==> src/design/pel_pkg.sv <==
// ----------------------------------------------------------------------------
// pel_pkg
// Shared types, constants and helpers of the peak envelope limiter.
// ----------------------------------------------------------------------------
`default_nettype none

package pel_pkg;

   localparam int MAX_CHANNELS = 8;
   localparam int CH_IDX_W     = 3;
   localparam int SAMPLE_W     = 24;
   localparam int MAG_W        = 32;
   localparam int COEF_W       = 24;
   localparam int DIV_STEPS    = 24;
   localparam int CSR_IDX_W    = 3;

   localparam logic [CSR_IDX_W-1:0] CSR_CHANNEL_COUNT = 3'd0;
   localparam logic [CSR_IDX_W-1:0] CSR_INPUT_GAIN    = 3'd1;
   localparam logic [CSR_IDX_W-1:0] CSR_CEILING_LEVEL = 3'd2;
   localparam logic [CSR_IDX_W-1:0] CSR_ATTACK_COEFF  = 3'd3;
   localparam logic [CSR_IDX_W-1:0] CSR_RELEASE_COEFF = 3'd4;

   typedef struct packed {
      logic [3:0]        channel_count;
      logic [COEF_W-1:0] input_gain;
      logic [COEF_W-1:0] ceiling_level;
      logic [COEF_W-1:0] attack_coeff;
      logic [COEF_W-1:0] release_coeff;
   } cfg_type;

   typedef struct packed {
      logic [MAX_CHANNELS-1:0]            neg;
      logic [MAX_CHANNELS-1:0][MAG_W-1:0] mag;
      logic [MAG_W-1:0]                   peak;
   } frame_type;

   // Restore the sign and saturate to 24 bits.
   function automatic logic [SAMPLE_W-1:0] sat_out(input logic neg,
                                                   input logic [MAG_W-1:0] mag);
      logic [SAMPLE_W-1:0] mm;
      if (neg) begin
         mm = (mag > 32'd8388608) ? 24'h800000 : mag[SAMPLE_W-1:0];
         return ~mm + 24'd1;
      end
      return (mag > 32'd8388607) ? 24'h7FFFFF : mag[SAMPLE_W-1:0];
   endfunction

endpackage

`default_nettype wire

==> src/design/pel_if.sv <==
// ----------------------------------------------------------------------------
// pel_if
// Handshake channels of the peak envelope limiter: frames, results, CSR.
// ----------------------------------------------------------------------------
`default_nettype none

interface pel_req_if;
   logic               valid;
   logic               ready;
   logic signed [23:0] sample_0;
   logic signed [23:0] sample_1;
   logic signed [23:0] sample_2;
   logic signed [23:0] sample_3;
   logic signed [23:0] sample_4;
   logic signed [23:0] sample_5;
   logic signed [23:0] sample_6;
   logic signed [23:0] sample_7;
   modport source (output valid, sample_0, sample_1, sample_2, sample_3,
                   sample_4, sample_5, sample_6, sample_7, input ready);
   modport sink   (input valid, sample_0, sample_1, sample_2, sample_3,
                   sample_4, sample_5, sample_6, sample_7, output ready);
endinterface


`default_nettype wire

==> src/design/pel_front.sv <==
// ----------------------------------------------------------------------------
// pel_front
// Accepts a frame, applies input gain one channel a cycle, finds the peak.
// ----------------------------------------------------------------------------
`default_nettype none

module pel_front
   import pel_pkg::*;
(
   input  wire logic  clock,
   input  wire logic  reset,
   pel_req_if.sink    req_ch,
   input  wire cfg_type cfg,
   output logic       push_valid,
   output frame_type  push_data,
   input  wire logic  q_full
);

   typedef enum logic [2:0] {
      F_IDLE = 3'b001,
      F_MUL  = 3'b010,
      F_PUSH = 3'b100
   } fstate_type;

   fstate_type                       state_ff, state_in;
   logic [SAMPLE_W-1:0]              smp_ff [MAX_CHANNELS];
   logic [CH_IDX_W-1:0]              idx_ff, idx_in;
   logic [3:0]                       used_ff;
   frame_type                        frm_ff;
   logic [SAMPLE_W-1:0]              raw;
   logic [SAMPLE_W-1:0]              absv;
   logic [2*COEF_W-1:0]              prod;
   logic [MAG_W-1:0]                 mag;
   logic                             in_use;

   assign req_ch.ready = (state_ff == F_IDLE);
   assign push_valid   = (state_ff == F_PUSH);
   assign push_data    = frm_ff;

   always_comb begin
      raw    = smp_ff[idx_ff];
      absv   = raw[SAMPLE_W-1] ? (~raw + 24'd1) : raw;
      prod   = {24'd0, absv} * {24'd0, cfg.input_gain};
      mag    = prod[MAG_W+15:16];
      in_use = ({1'b0, idx_ff} < used_ff);
   end

   always_comb begin
      state_in = state_ff;
      idx_in   = idx_ff;
      case (state_ff)
         F_IDLE: begin
            idx_in = '0;
            if (req_ch.valid) state_in = F_MUL;
         end
         F_MUL: begin
            idx_in = idx_ff + 3'd1;
            if (idx_ff == CH_IDX_W'(MAX_CHANNELS - 1)) state_in = F_PUSH;
         end
         F_PUSH: begin
            if (!q_full) state_in = F_IDLE;
         end
         default: state_in = F_IDLE;
      endcase
   end

   always_ff @(posedge clock) begin
      if (reset) begin
         state_ff <= F_IDLE;
         idx_ff   <= '0;
      end else begin
         state_ff <= state_in;
         idx_ff   <= idx_in;
      end
   end

   always_ff @(posedge clock) begin
      if (state_ff == F_IDLE && req_ch.valid) begin
         smp_ff[0] <= req_ch.sample_0;
         smp_ff[1] <= req_ch.sample_1;
         smp_ff[2] <= req_ch.sample_2;
         smp_ff[3] <= req_ch.sample_3;
         smp_ff[4] <= req_ch.sample_4;
         smp_ff[5] <= req_ch.sample_5;
         smp_ff[6] <= req_ch.sample_6;
         smp_ff[7] <= req_ch.sample_7;
         used_ff   <= (cfg.channel_count > 4'd8) ? 4'd8 : cfg.channel_count;
         frm_ff.peak <= '0;
      end else if (state_ff == F_MUL) begin
         // unused channels carry zero so they read back as zero output
         frm_ff.neg[idx_ff] <= raw[SAMPLE_W-1];
         frm_ff.mag[idx_ff] <= in_use ? mag : '0;
         if (in_use && mag > frm_ff.peak) frm_ff.peak <= mag;
      end
   end

endmodule

`default_nettype wire

==> src/flat_wrapper.sv <==
// flat-port wrapper written by rule: the top's interface ports become plain ports
module pel_front_flat import pel_pkg::*;
  (clock, reset, cfg, push_valid, push_data, q_full, req_ch_valid, req_ch_sample_0, req_ch_sample_1, req_ch_sample_2, req_ch_sample_3, req_ch_sample_4, req_ch_sample_5, req_ch_sample_6, req_ch_sample_7, req_ch_ready);
  pel_req_if req_ch_i ();
  input  wire logic clock;
  input  wire logic reset;
  input  wire cfg_type cfg;
  output logic push_valid;
  output frame_type push_data;
  input  wire logic q_full;
  input wire logic [$bits(req_ch_i.valid)-1:0] req_ch_valid;
  input wire logic [$bits(req_ch_i.sample_0)-1:0] req_ch_sample_0;
  input wire logic [$bits(req_ch_i.sample_1)-1:0] req_ch_sample_1;
  input wire logic [$bits(req_ch_i.sample_2)-1:0] req_ch_sample_2;
  input wire logic [$bits(req_ch_i.sample_3)-1:0] req_ch_sample_3;
  input wire logic [$bits(req_ch_i.sample_4)-1:0] req_ch_sample_4;
  input wire logic [$bits(req_ch_i.sample_5)-1:0] req_ch_sample_5;
  input wire logic [$bits(req_ch_i.sample_6)-1:0] req_ch_sample_6;
  input wire logic [$bits(req_ch_i.sample_7)-1:0] req_ch_sample_7;
  output wire logic [$bits(req_ch_i.ready)-1:0] req_ch_ready;
  assign req_ch_i.valid = req_ch_valid;
  assign req_ch_i.sample_0 = req_ch_sample_0;
  assign req_ch_i.sample_1 = req_ch_sample_1;
  assign req_ch_i.sample_2 = req_ch_sample_2;
  assign req_ch_i.sample_3 = req_ch_sample_3;
  assign req_ch_i.sample_4 = req_ch_sample_4;
  assign req_ch_i.sample_5 = req_ch_sample_5;
  assign req_ch_i.sample_6 = req_ch_sample_6;
  assign req_ch_i.sample_7 = req_ch_sample_7;
  assign req_ch_ready = req_ch_i.ready;
  pel_front u_core (.clock(clock), .reset(reset), .req_ch(req_ch_i), .cfg(cfg), .push_valid(push_valid), .push_data(push_data), .q_full(q_full));
endmodule
==> config.mk <==
export PLATFORM = sky130hd
export DESIGN_NAME = pel_front_flat
export DESIGN_NICKNAME = d
export VERILOG_FILES = /design/src/design/pel_pkg.sv /design/src/design/pel_if.sv /design/src/design/pel_front.sv /design/src/flat_wrapper.sv
export SDC_FILE = /design/constraint.sdc
export NUM_CORES = 2
export LEC_CHECK = 0
export ABC_AREA = 1
export BUFFER_PORTS_ARGS = -buffer_cell sky130_fd_sc_hd__buf_4
export CORE_AREA = 2 2 429 303
export DETAILED_ROUTE_END_ITERATION = 7
export DIE_AREA = 0 0 431 305
export HOLD_SLACK_MARGIN = 0.1
export PLACE_DENSITY = 0.52
export SKIP_LAST_GASP = 1
export SLEW_MARGIN = 0
export SYNTH_ARGS = -nofsm -noshare
export SYNTH_HDL_FRONTEND = slang
export SYNTH_SLANG_ARGS = --single-unit
==> constraint.sdc <==
create_clock -name clock -period 26 [get_ports clock]
set_input_delay 1.3 -clock clock [delete_from_list [all_inputs] [get_ports clock]]
set_output_delay 1.3 -clock clock [all_outputs]
set_load 0.02 [all_outputs]
==> run_results.csv <==
group,metric,value,unit
layout,drive_gt1_frac,0.165,
logic_synthesis,synth.cell_area,38000,um2
floorplan,dieHeight,305,um
routing,ant_nets,0,
logic_synthesis,synth_area_per_cell,10.0,um2
sta,max_freq,78.1,MHz
clocking,clock_tree.root_cell,"clkbuf_16",
clocking,post_cts_hold_buffer_count,0,
routing,routedWlPerCell,20.3,um
global_routing,grt_first_pass_wirelength,183,mm
layout,layout-area-overhead-vs-synth,19.8,%
sta,slew_headroom,0.203,
sta,finalCriticalPeriod,12.80,ns
logic_synthesis,synth.top_cell.area_share,0.364,
global_routing,first_global_vias,28700,
layout,multi_input_gate_area,19600,um2
sta,max_slew.worst_pin.slew,1.19,ns
clocking,postCtsSetupRepairBufs,0,
logic_synthesis,yosys_register_bits,501,
sta,setup_tns,0,ns
global_routing,grt_use_met1,0.260,
clocking,cts.sinks,501,
clocking,cts_tree,"built",
routing,via_count,27500,
floorplan,start_util,0.297,
floorplan,core_area,128000,um2
critical_path,crit_fanout,64,
global_routing,maximum_number_of_pins_on_one_net_before_global_route_repair,84,
floorplan,num_io_pins,594,
sta,timing.final.setup_violations,0,
sta,unrepaired_setup_endpoints_after_global_routing,"false",
sta,timing.final.hold_violations,0,
critical_path,timing_worst_setup_path_type,"register to register",
layout,num-nets-final,5265,
logic_synthesis,synthesis.nets,4774,
logic_synthesis,synth.top_cells.by_area,"edfxtp_1 (36%), fa_1 (25%), inv_1 (8.2%)",
floorplan,rows,110,
floorplan,die_w,431,um
routing,avgViaCountPerCell,4.58,
status,status,"complete, no violations",
layout,n_fill_cell,12900,
sta,layout_worst_path_cycle_share,0.492,
clocking,clock_latency,0.67,ns
flow_run,drv_cap,0,
placed_design,io_buffer_count,521,
global_routing,gr-max-usage-layer,"met2",
critical_path,startpoint_type_of_the_worst_setup_path,"register",
logic_synthesis,postSynth.topFlopCell,"edfxtp_1",
global_routing,globalRouteMet2Util,0.293,
critical_path,cp-end-kind,"register",
logic_synthesis,yosysUniqueCellTypes,54,
critical_path,worst-endpoint-required,26.56,ns
routing,detailedRoute.firstIterationViolations,2234,
critical_path,crit_path_top_delay_cell,"buf_4",
layout,register_area,14600,um2
critical_path,critical_path.max_stage_delay,0.63,ns
logic_synthesis,post-synth-top-area-cell,"edfxtp_1",
global_routing,globalRouteOverflowTotal,0,
clocking,numCtsBuffers,52,
logic_synthesis,synth_seq_area_share,0.386,
global_routing,met3_demand_to_capacity_share_in_global_routing,0.0508,
placed_design,gp_routability_congestion,0.941,
clocking,clkTransAtPathRegs,0.06,ns
routing,drt-total-wl,122,mm
logic_synthesis,synth_cells,3789,
global_routing,antenna_found_initial,2,
floorplan,die_ar,131000,um2
critical_path,reg2reg_setup_slack,13.20,ns
routing,drcViolationCount,0,
clocking,htreeDepth,2,
logic_synthesis,synth_enable_flop_cells,460,
placed_design,hpwlAfterDp,94.3,mm
critical_path,data_arrival_time_at_the_worst_slack_endpoint,13.36,ns
logic_synthesis,synthArstFlopShare,0,
clocking,postCtsResizedCells,0,
routing,drt_pass1_iterations,5,
sta,max_transition_viols_final,0,
clocking,clock_path_buffers,3,
global_routing,grt_usage,0.187,
critical_path,critical-path-top-cell-by-count,"nand2_1",
sta,post_route_skew,0.0580,ns
logic_synthesis,yosysWarnings,0,
min_path,worst_hold_path_type,"register to register",
[cell families after synthesis]
| logic type | synth area share |
|---|---|
| and+or+nand+nor | 0.129 |
| buffers and inverters | 0.100 |
| adders and majority gates | 0.322 |
| DFF | 0.386 |
| AOI/OAI and AO/OA | 0.0575 |
| xor gates and xnor gates | 0.00485 |
| muxes | 0.000593 |
[cells in the final DEF (no fill, tap or decap), types with 31 or more instances in the layout]
cell and n:
dfxtp_1 39, nor2_1 522, o21ai_1 31, nand3_1 71, clkbuf_16 52, a21oi_1 128
inv_1 826, o21ai_0 135, nand2_1 525, edfxtp_1 460, fa_1 481, o22ai_1 36
buf_4 563, ha_1 208
[cells in the mapped netlist (all sizes together), types with 2 or more instances]
library cell	count
clkbuf	68
nand2	546
o2111ai	3
nor3	15
nor4	6
dfxtp	41
a21boi	2
o221ai	6
o21ai	172
xnor2	4
nand3	73
and2	3
edfxtp	460
clkinv	11
fa	481
inv	836
a211oi	2
a31oi	17
a221oi	3
nand4	8
o21bai	5
nor2	547
o211ai	2
ha	208
buf	58
o21a	8
or3	2
o22ai	36
xor2	17
or2	10
a21o	5
a21oi	128
[worst paths after layout]
kind / from / end / cells after the start
setup reg to reg: register / u_core.push_data[15] / 51
hold / removal: u_core.idx_ff[0] / register / 2
hold reg to reg: u_core.idx_ff[0] / register / 2
setup / recovery: register / u_core.push_data[15] / 51
[sequential cells by signal, summed over array words and instances, names as in the netlist, named ones only]
name / count
u_core.push_data: 296
u_core.smp_ff: 192
u_core.used_ff: 4
u_core.idx_ff: 3
u_core.state_ff: 3
[critical path: cells and delay by family (launching register included)]
kind,cells,cell delay (ns)
fa+ha+maj,10,4.60
buf+inv,12,2.91
simple gates,20,2.54
compound gates,8,1.72
flops,1,0.46
xor+xnor,1,0.43
[per-layer routing]
| layer | routed length, um | up-vias |
|---|---|---|
| met5 | 0 | - |
| met2 | 55400 | 916 |
| met4 | 1940 | 0 |
| li1 | - | 12700 |
| met3 | 10500 | 106 |
| met1 | 54300 | 13700 |
[area by class of cell]
class / count / area share
flip-flops and latches: 501 / 0.322
clock inverters: 23 / 0.00735
inverters: 847 / 0.0700
repair buffers: 563 / 0.0930
clock buffers: 72 / 0.0305
diodes: 4 / 0.000220
multi-input cells: 2315 / 0.431
well taps: 1680 / 0.0462
[metrics by stage]
stage | worst slack [ns] | util | area [um2] | hold WS [ns] | std cells
2_1_floorplan | 16.15 | - | 38000 | 0.480 | 3789
3_3_place_gp | 13.40 | 0.343 | 43700 | 0.520 | 5906
3_5_place_dp | 13.31 | 0.343 | 43700 | 0.532 | 5906
4_1_cts | 13.27 | 0.356 | 45400 | 0.547 | 6001
5_1_grt | 12.36 | 0.356 | 45500 | 0.583 | 6003
6_report | 13.20 | 0.356 | 45500 | 0.540 | 6005
Power is not shown: default switching activity piles up to over one toggle a cycle in this logic, so the estimate is an artifact.
