<file path="src/design/pel_pkg.sv">
// ----------------------------------------------------------------------------
// pel_pkg
// Shared types, constants and helpers of the peak envelope limiter.
// ----------------------------------------------------------------------------
`default_nettype none

package pel_pkg;

   localparam int MAX_CHANNELS = 8;
   localparam int CH_IDX_W     = 3;
   localparam int SAMPLE_W     = 24;
   localparam int MAG_W        = 32;
   localparam int COEF_W       = 24;
   localparam int DIV_STEPS    = 24;
   localparam int CSR_IDX_W    = 3;

   localparam logic [CSR_IDX_W-1:0] CSR_CHANNEL_COUNT = 3'd0;
   localparam logic [CSR_IDX_W-1:0] CSR_INPUT_GAIN    = 3'd1;
   localparam logic [CSR_IDX_W-1:0] CSR_CEILING_LEVEL = 3'd2;
   localparam logic [CSR_IDX_W-1:0] CSR_ATTACK_COEFF  = 3'd3;
   localparam logic [CSR_IDX_W-1:0] CSR_RELEASE_COEFF = 3'd4;

   typedef struct packed {
      logic [3:0]        channel_count;
      logic [COEF_W-1:0] input_gain;
      logic [COEF_W-1:0] ceiling_level;
      logic [COEF_W-1:0] attack_coeff;
      logic [COEF_W-1:0] release_coeff;
   } cfg_type;

   typedef struct packed {
      logic [MAX_CHANNELS-1:0]            neg;
      logic [MAX_CHANNELS-1:0][MAG_W-1:0] mag;
      logic [MAG_W-1:0]                   peak;
   } frame_type;

   // Restore the sign and saturate to 24 bits.
   function automatic logic [SAMPLE_W-1:0] sat_out(input logic neg,
                                                   input logic [MAG_W-1:0] mag);
      logic [SAMPLE_W-1:0] mm;
      if (neg) begin
         mm = (mag > 32'd8388608) ? 24'h800000 : mag[SAMPLE_W-1:0];
         return ~mm + 24'd1;
      end
      return (mag > 32'd8388607) ? 24'h7FFFFF : mag[SAMPLE_W-1:0];
   endfunction

endpackage

`default_nettype wire

</file>
<file path="src/design/pel_queue.sv">
// ----------------------------------------------------------------------------
// pel_queue
// Two-entry frame queue between the front and the back.
// ----------------------------------------------------------------------------
`default_nettype none

module pel_queue
   import pel_pkg::*;
(
   input  wire logic      clock,
   input  wire logic      reset,
   input  wire logic      push_valid,
   input  wire frame_type push_data,
   output logic           full,
   input  wire logic      pop,
   output frame_type      head,
   output logic           empty
);

   frame_type  q_ff [2];
   logic       wr_ff, rd_ff;
   logic [1:0] cnt_ff;
   logic       do_push, do_pop;

   assign full    = (cnt_ff == 2'd2);
   assign empty   = (cnt_ff == 2'd0);
   assign do_push = push_valid && !full;
   assign do_pop  = pop && !empty;
   assign head    = q_ff[rd_ff];

   always_ff @(posedge clock) begin
      if (reset) begin
         wr_ff  <= 1'b0;
         rd_ff  <= 1'b0;
         cnt_ff <= '0;
      end else begin
         if (do_push) wr_ff <= ~wr_ff;
         if (do_pop)  rd_ff <= ~rd_ff;
         cnt_ff <= cnt_ff + {1'b0, do_push} - {1'b0, do_pop};
      end
   end

   always_ff @(posedge clock) begin
      if (do_push) q_ff[wr_ff] <= push_data;
   end

   a_cnt_range: assert property (@(posedge clock) disable iff (reset)
      cnt_ff <= 2'd2) else $error("queue count out of range");
   a_no_pop_empty: assert property (@(posedge clock) disable iff (reset)
      empty |-> !do_pop) else $error("pop from empty queue");
   a_ptr_match: assert property (@(posedge clock) disable iff (reset)
      (cnt_ff == 2'd1) |-> (wr_ff != rd_ff)) else $error("queue pointers out of step");

endmodule

`default_nettype wire

</file>
<file path="config.mk">
export PLATFORM = sky130hd
export DESIGN_NAME = pel_queue
export DESIGN_NICKNAME = d
export VERILOG_FILES = /design/src/design/pel_pkg.sv /design/src/design/pel_queue.sv
export SDC_FILE = /design/constraint.sdc
export NUM_CORES = 1
export LEC_CHECK = 0
export ABC_AREA = 1
export BUFFER_PORTS_ARGS = -buffer_cell sky130_fd_sc_hd__buf_2
export CORE_AREA = 2 2 234 236
export DETAILED_ROUTE_END_ITERATION = 8
export DIE_AREA = 0 0 236 238
export GPL_ROUTABILITY_DRIVEN = 0
export GPL_TIMING_DRIVEN = 0
export MAX_ROUTING_LAYER = met4
export PLACE_DENSITY = 0.66
export SYNTH_ARGS = -nofsm -noshare
export SYNTH_HDL_FRONTEND = slang
export SYNTH_SLANG_ARGS = --single-unit
</file>
<file path="constraint.sdc">
create_clock -name clock -period 20.7 [get_ports clock]
set_input_delay 2.07 -clock clock [delete_from_list [all_inputs] [get_ports clock]]
set_output_delay 2.07 -clock clock [all_outputs]
set_load 0.02 [all_outputs]
</file>
==> summary.txt, run 1 <==
Yosys
  • Yosys cell types: 12
  • Post-synthesis cell area: 22,600 um^2
  • Mapped Nets: 1,262
  • Synth Area per Inst: 23.5 um^2
  • Sequential cell area fraction in the yosys report: 79.1%
  • Synth Instances: 960
  • Synthesized flop and latch total: 597
  • YS warnings: 0

Pwr
  • Sw Ratio: 29.3%
  • Leak: 11.2 nW
  • Share of total power in combinational logic: between 20% and 30%
  • Register share of total power: 42.5%
  • Int Power: ~2.6 mW
  • Tot Pwr: roughly 3.7 mW
  • Max VDD drop: 0.000103 V
  • Power per cell area: 129 nW/um^2
  • Psw: 1.08 mW
  • Clock Power Share: 28.6%

Critical path
  • Type of the worst setup path: reg2out
  • Data required, critical path: approximately 19 ns
  • Worst Setup End Kind: primary output
  • Setup crit start kind: flop
  • R2r startpoint: cnt_ff[0]
  • Crit path DAT: approximately 2.0 ns
  • CP max FO: 10

Run status
  • Status: finished, final reports clean

Final layout
  • Finished Layout Cells: approximately 2,400
  • Layout cell share with drive strength beyond 1: roughly three fifths
  • Filler cells: around 4,300
  • Reg area: 17,900 um^2
  • Final net count: 1,934
  • Syn-to-layout area delta: 27.1%
  • Multi-input gate area: 4360 um^2

STA
  • Slew Viols, Final: 0
  • Max Clk Rate: 243 MHz
  • Finish-stage setup viols: 0
  • Slew HR: 50.4%
  • Count of final hold-check violations: 0
  • Worst Skew: 0.00691 ns
  • Slew @ Worst Pin: ~0.74 ns
  • Tmin final: between 4 and 5 ns
  • Unrepaired setup endpoints after global routing: false
  • Final clock period utilization by the worst path: between 10% and 20%

Detailed routing
  • DR WL/cell: 20.8 um
  • Remaining antenna violation count: 0
  • Initial DRC Count: 522
  • DRC errors left: 0
  • Via density: 4.75
  • First-pass iteration count of the detailed router: 4
  • WL final: 49,600 um
  • Routed via count: 11,300

Worst hold path
  • Hold Path Class: reg2reg
  • Worst hold start: rd_ff

Floorplanning
  • Die area: 56,200 um^2
  • Die height: 238 um
  • Die Wd: about 240 um
  • Initial core utilization: 42.3%
  • Core Region: 53,500 um^2
  • I/O pins: 598
  • Row count: 85

GRT
  • Total grt overflow: 0
  • Vias in the first global route: 11,900
  • Largest net degree at the start of global routing: 123
  • GR Util All Layers: 17.4%
  • First-pass GRT wire length: 70,800 um
  • Antenna violations before repair: 13

Flow run
  • Max cap viols: 0

Clocking
  • Htree depth: 2
  • CTS resizes: 0
  • Clock root buffer: clkbuf_16
  • Cts hold-fix bufs: 0
  • Sink Count: ~600
  • Clock Path Buffers: 3
  • CTS tree: built
  • Inserted Clock Buffers: 60
  • Clk slew on worst S/H paths: 0.06 ns
  • Worst-skew pair later-pin latency: roughly 0.59 ns
  • Post-CTS setup buffers: 0

Place
  • Post-DP HPWL: about 36,000 um
  • Port bufs: 597
  • Placed insts: 2,266
## through the flow
stage	hold WS, ns	util, %	worst slack (ns)	TNS, ns	area [um^2]
6_report	0.511	53.7	16.59	0	28700
2_1_floorplan	0.467	-	5.35	0	22600
3_3_place_gp	0.485	49.5	-1.91	-555.02	26500
5_1_grt	0.554	53.7	16.50	0	28700
4_1_cts	0.512	53.6	16.50	0	28700
3_5_place_dp	0.498	50.0	16.28	0	26800
## logic make-up (layout without fill, tap and decap cells)
family | after synthesis | after routing | synth area share (%)
buffers and inverters | 43 | 760 | 1.67
flip-flops | 597 | 597 | 79.1
adder cells (fa/ha/maj) | 2 | 2 | 0.111
AND/OR/NAND/NOR | 20 | 20 | 0.349
other | 0 | 14 | 0
AO/OA/AOI/OAI | 2 | 2 | 0.0443
multiplexers | 296 | 296 | 18.7
## power by group through the flow
stage / Sequential, mW / Combinational [mW] / Clock (mW)
2_1_floorplan: 1.67 / 0.727 / 0
3_3_place_gp: 1.72 / 1.05 / 0
3_5_place_dp: 1.60 / 1.09 / 0
4_1_cts: 1.57 / 1.09 / 1.08
5_1_grt: 1.58 / 1.13 / 1.13
6_report: 1.57 / 1.07 / 1.06
## cells in the mapped netlist
master    instances  share of area, %
nand3_1           3             0.066
mux2_4          240                16
dfxtp_1           5              0.44
a21oi_1           2             0.044
buf_2             5              0.11
mux2_2           56               2.8
nor2_1            9              0.15
buf_6            28               1.4
edfxtp_1        592                79
nand2_1           8              0.13
ha_1              2              0.11
inv_1            10              0.17
## final timing paths
kind / cells past startpoint / slack [ns] / to
worst max-delay path: 5 / 16.59 / head[74]
worst min register to register: 2 / 0.51 / flop
worst min-delay path: 2 / 0.51 / flop
worst max register to register: 9 / 17.96 / q_ff[0][101]
## cells in the final DEF (no fill, tap or decap)
cell type / n
bufinv_16: 7
dfxtp_1: 5
mux2_4: 240
edfxtp_1: 592
nand3_1: 3
clkbuf_1: 9
buf_16: 4
buf_2: 602
inv_1: 9
clkinv_1: 10
ha_1: 2
clkbuf_16: 61
nor2_1: 8
mux2_2: 56
clkinv_4: 2
nor2_4: 1
a21oi_1: 2
nand2_1: 8
clkinvlp_4: 1
diode_2: 14
buf_12: 9
inv_8: 2
buf_6: 28
clkinv_2: 16
## registers in the layout, indices dropped and copies added (netlist names), named ones only
| name | cells |
|---|---|
| cnt_ff | 2 |
| rd_ff | 1 |
| q_ff | 592 |
| wr_ff | 1 |
## metal layers
metal  global-route usage (%)  vias to the layer above  part of all wire [%]
li1                         -                     5198                     -
met2                     30.4                      395                    53
met1                     18.6                     5654                    37
met5                        -                        -                     0
met3                     5.21                       89                   7.2
met4                     6.27                        0                   2.7
## worst max-delay path, stage by stage (launching register included)
cell,delay (ns)
dfxtp_1,0.32
buf_6,0.16
buf_6,0.22
buf_6,0.23
mux2_4,0.34
buf_2,0.16
## layout make-up
cell class | instances | share of cell area (%)
Sequential cell | 597 | 62.2
Multi-Input combinational cell | 320 | 15.2
Buffer | 33 | 1.18
Tap cell | 696 | 3.03
Inverter | 10 | 0.157
Timing Repair Buffer | 610 | 11.4
Clock inverter | 37 | 1.27
Clock buffer | 70 | 5.43
Antenna cell | 14 | 0.122
Power figures use the tool's default switching activity.
==> run 2, diff against run 1 <==
--- a/config.mk
+++ b/config.mk
@@ -13,7 +13,7 @@
 export GPL_ROUTABILITY_DRIVEN = 0
 export GPL_TIMING_DRIVEN = 0
 export MAX_ROUTING_LAYER = met4
-export PLACE_DENSITY = 0.66
+export PLACE_DENSITY = 0.69
 export SYNTH_ARGS = -nofsm -noshare
 export SYNTH_HDL_FRONTEND = slang
 export SYNTH_SLANG_ARGS = --single-unit
==> constraint.sdc (replaced) <==
create_clock -name clock -period 3.3 [get_ports clock]
set_input_delay 0.33 -clock clock [delete_from_list [all_inputs] [get_ports clock]]
set_output_delay 0.33 -clock clock [all_outputs]
set_load 0.02 [all_outputs]
==> run 2 against run 1 <==
  * Critical endpoint is now q_ff[0][97]
  * Sequential share of layout area down 6.1 points
  * Sequential power grew to 6.3 times the previous value
  * Die area unchanged
  * First-iteration DRC count up 16%
  * Final area up 11%
  * Core utilization grew 5.9 points
  * Worst setup slack worse by 16 ns
==> summary.txt, run 2 (synthesis gave the netlist of run 1 again) <==
STA
  • Final clock period utilization by the worst path: slightly below 80%
  • Count of final hold-check violations: 0
  • Tmin final: 2.57 ns
  • Max Clk Rate: 389 MHz
  • Finish-stage setup viols: 0
  • Slew Viols, Final: 0
  • Slew HR: 39.5%
  • Unrepaired setup endpoints after global routing: false
  • Worst setup slack after layout: 0.732 ns
  • Slew @ Worst Pin: slightly above 0.9 ns
  • Worst Skew: 0.0174 ns

Clocking
  • Clock Path Buffers: 3
  • Htree depth: 3
  • Worst-skew pair later-pin latency: 0.58 ns
  • Clk slew on worst S/H paths: 0.06 ns
  • Inserted Clock Buffers: 66
  • CTS tree: built
  • Post-CTS setup buffers: 0
  • Clock root buffer: clkbuf_16
  • Sink Count: 597

Floorplanning
  • I/O pins: 598
  • Die area: between 50,000 and 60,000 um^2
  • Initial core utilization: 42.3%
  • Row count: 85
  • Die height: 238 um
  • Core Region: ~53,000 um^2
  • Die Wd: about 240 um

Critical path
  • Worst Setup End Kind: flop
  • Type of the worst setup path: reg2reg
  • Data required, critical path: 3.57 ns
  • Flop2flop setup slack: 0.73 ns
  • Setup crit start kind: flop
  • Crit path DAT: 2.84 ns
  • CP max FO: 28

Pwr
  • Sw Ratio: 29.9%
  • Int Power: 16.7 mW
  • Psw: 7.12 mW
  • Register share of total power: 41.5%
  • Clock Power Share: between 20% and 30%
  • Power per cell area: between 700 and 800 nW/um^2
  • Max VDD drop: 0.000662 V
  • Leak: 12.5 nW
  • Share of total power in combinational logic: 30.1%
  • Tot Pwr: 23.8 mW

GRT
  • Vias in the first global route: 13,800
  • First-pass GRT wire length: 81,000 um
  • Largest net degree at the start of global routing: between 40 and 50
  • Antenna violations before repair: 10
  • Total grt overflow: 0
  • GR Util All Layers: 19.7%

Place
  • Post-place setup slack: 0.727 ns
  • Port bufs: 597
  • Placed insts: 2,272
  • Post-DP HPWL: about 37,000 um

Flow run
  • Max cap viols: 0

Final layout
  • Final Util: about three fifths
  • Max FFs per register: between 500 and 600
  • Largest register by flop count: q_ff
  • Commonest non-fill, non-tap cell in the layout: buf_2
  • Highest-count cells in the layout ignoring fill and taps: buf_2, edfxtp_1, dlygate4sd3_1
  • Final net count: around 2,200
  • Filler cells: 3,872
  • Syn-to-layout area delta: 41.0%
  • Largest regs: q_ff (592), cnt_ff (2)
  • Layout cell share with drive strength beyond 1: 52.3%
  • Finished Layout Cells: 2,693

Detailed routing
  • Remaining antenna violation count: 0
  • First-pass iteration count of the detailed router: 4
  • Routed via count: 12,700
  • DR WL/cell: 20.5 um
  • Via density: 4.71
  • DRC errors left: 0
  • Initial DRC Count: 603
  • WL final: 55,200 um

Worst hold path
  • Hold Path Class: in2reg

Run status
  • Status: finished, final reports clean
## run 2: changes by cell type in the layout (fill, tap and decap cells not counted), sizes merged
cell         before  now
dlygate4sd3       0  297
bufinv            7    1
clkinv           28   18
clkinvlp          1    6
inv              11   12
diode            14   10
clkbuf           70   87
buf             643  649
## run 2: critical path: stages (launching register included)
cell     delay, ns
dfxtp_2       0.34
inv_2         0.05
nand2_4       0.07
nand2_2       0.08
nor2_4        0.71
buf_12        0.30
buf_12        0.25
buf_12        0.22
buf_16        0.19
## run 2: layer usage
| layer | share of wire, % | GRT usage, % |
|---|---|---|
| met1 | 37 | 20.9 |
| met2 | 52 | 34.2 |
| met3 | 6.4 | 5.22 |
| met4 | 3.9 | 9.23 |
| met5 | 0 | - |
## run 2: layout make-up
type	instances	area (um^2)	share of cell area [%]
Clock buffer	87	1770	5.56
Buffer	33	340	1.07
Timing Repair Buffer	913	6360	20.0
Antenna cell	10	25.0	0.0785
Tap cell	696	871	2.73
Inverter	10	41.3	0.130
Multi-Input combinational cell	320	4370	13.7
Sequential cell	597	17900	56.1
Clock inverter	27	210	0.659
## run 2: timing repair
| action | CTS | global route |
|---|---|---|
| endpoints found under the hold margin | 595 | 0 |
| resized for setup | 0 | 0 |
| hold buffers | 297 | 0 |
## run 2: per-stage QoR
| stage | hold slack, ns | TNS [ns] | area, um^2 |
|---|---|---|---|
| 2_1_floorplan | 0.394 | -1195.57 | 22600 |
| 3_3_place_gp | 0.486 | -2706.02 | 26500 |
| 3_5_place_dp | 0.498 | 0 | 26900 |
| 4_1_cts | 0.0180 | 0 | 31800 |
| 5_1_grt | 0.0664 | 0 | 31900 |
| 6_report | 0.0632 | 0 | 31900 |
## run 2: power by group through the flow
stage | clock (mW) | combinational, mW | sequential, mW
after detailed placement | 0 | 6.89 | 10.0
after CTS | 6.90 | 7.22 | 9.87
after global routing | 7.23 | 7.51 | 9.95
after floorplan | 0 | 4.57 | 10.1
after global placement | 0 | 6.57 | 10.3
final | 6.74 | 7.16 | 9.88
## run 2: final timing paths
kind | start | to | cells after the start
setup reg to reg | cnt_ff[0] | q_ff[0][97] | 8
hold / removal | push_valid | wr_ff | 3
setup / recovery | cnt_ff[0] | q_ff[0][97] | 8
hold reg to reg | rd_ff | rd_ff | 2
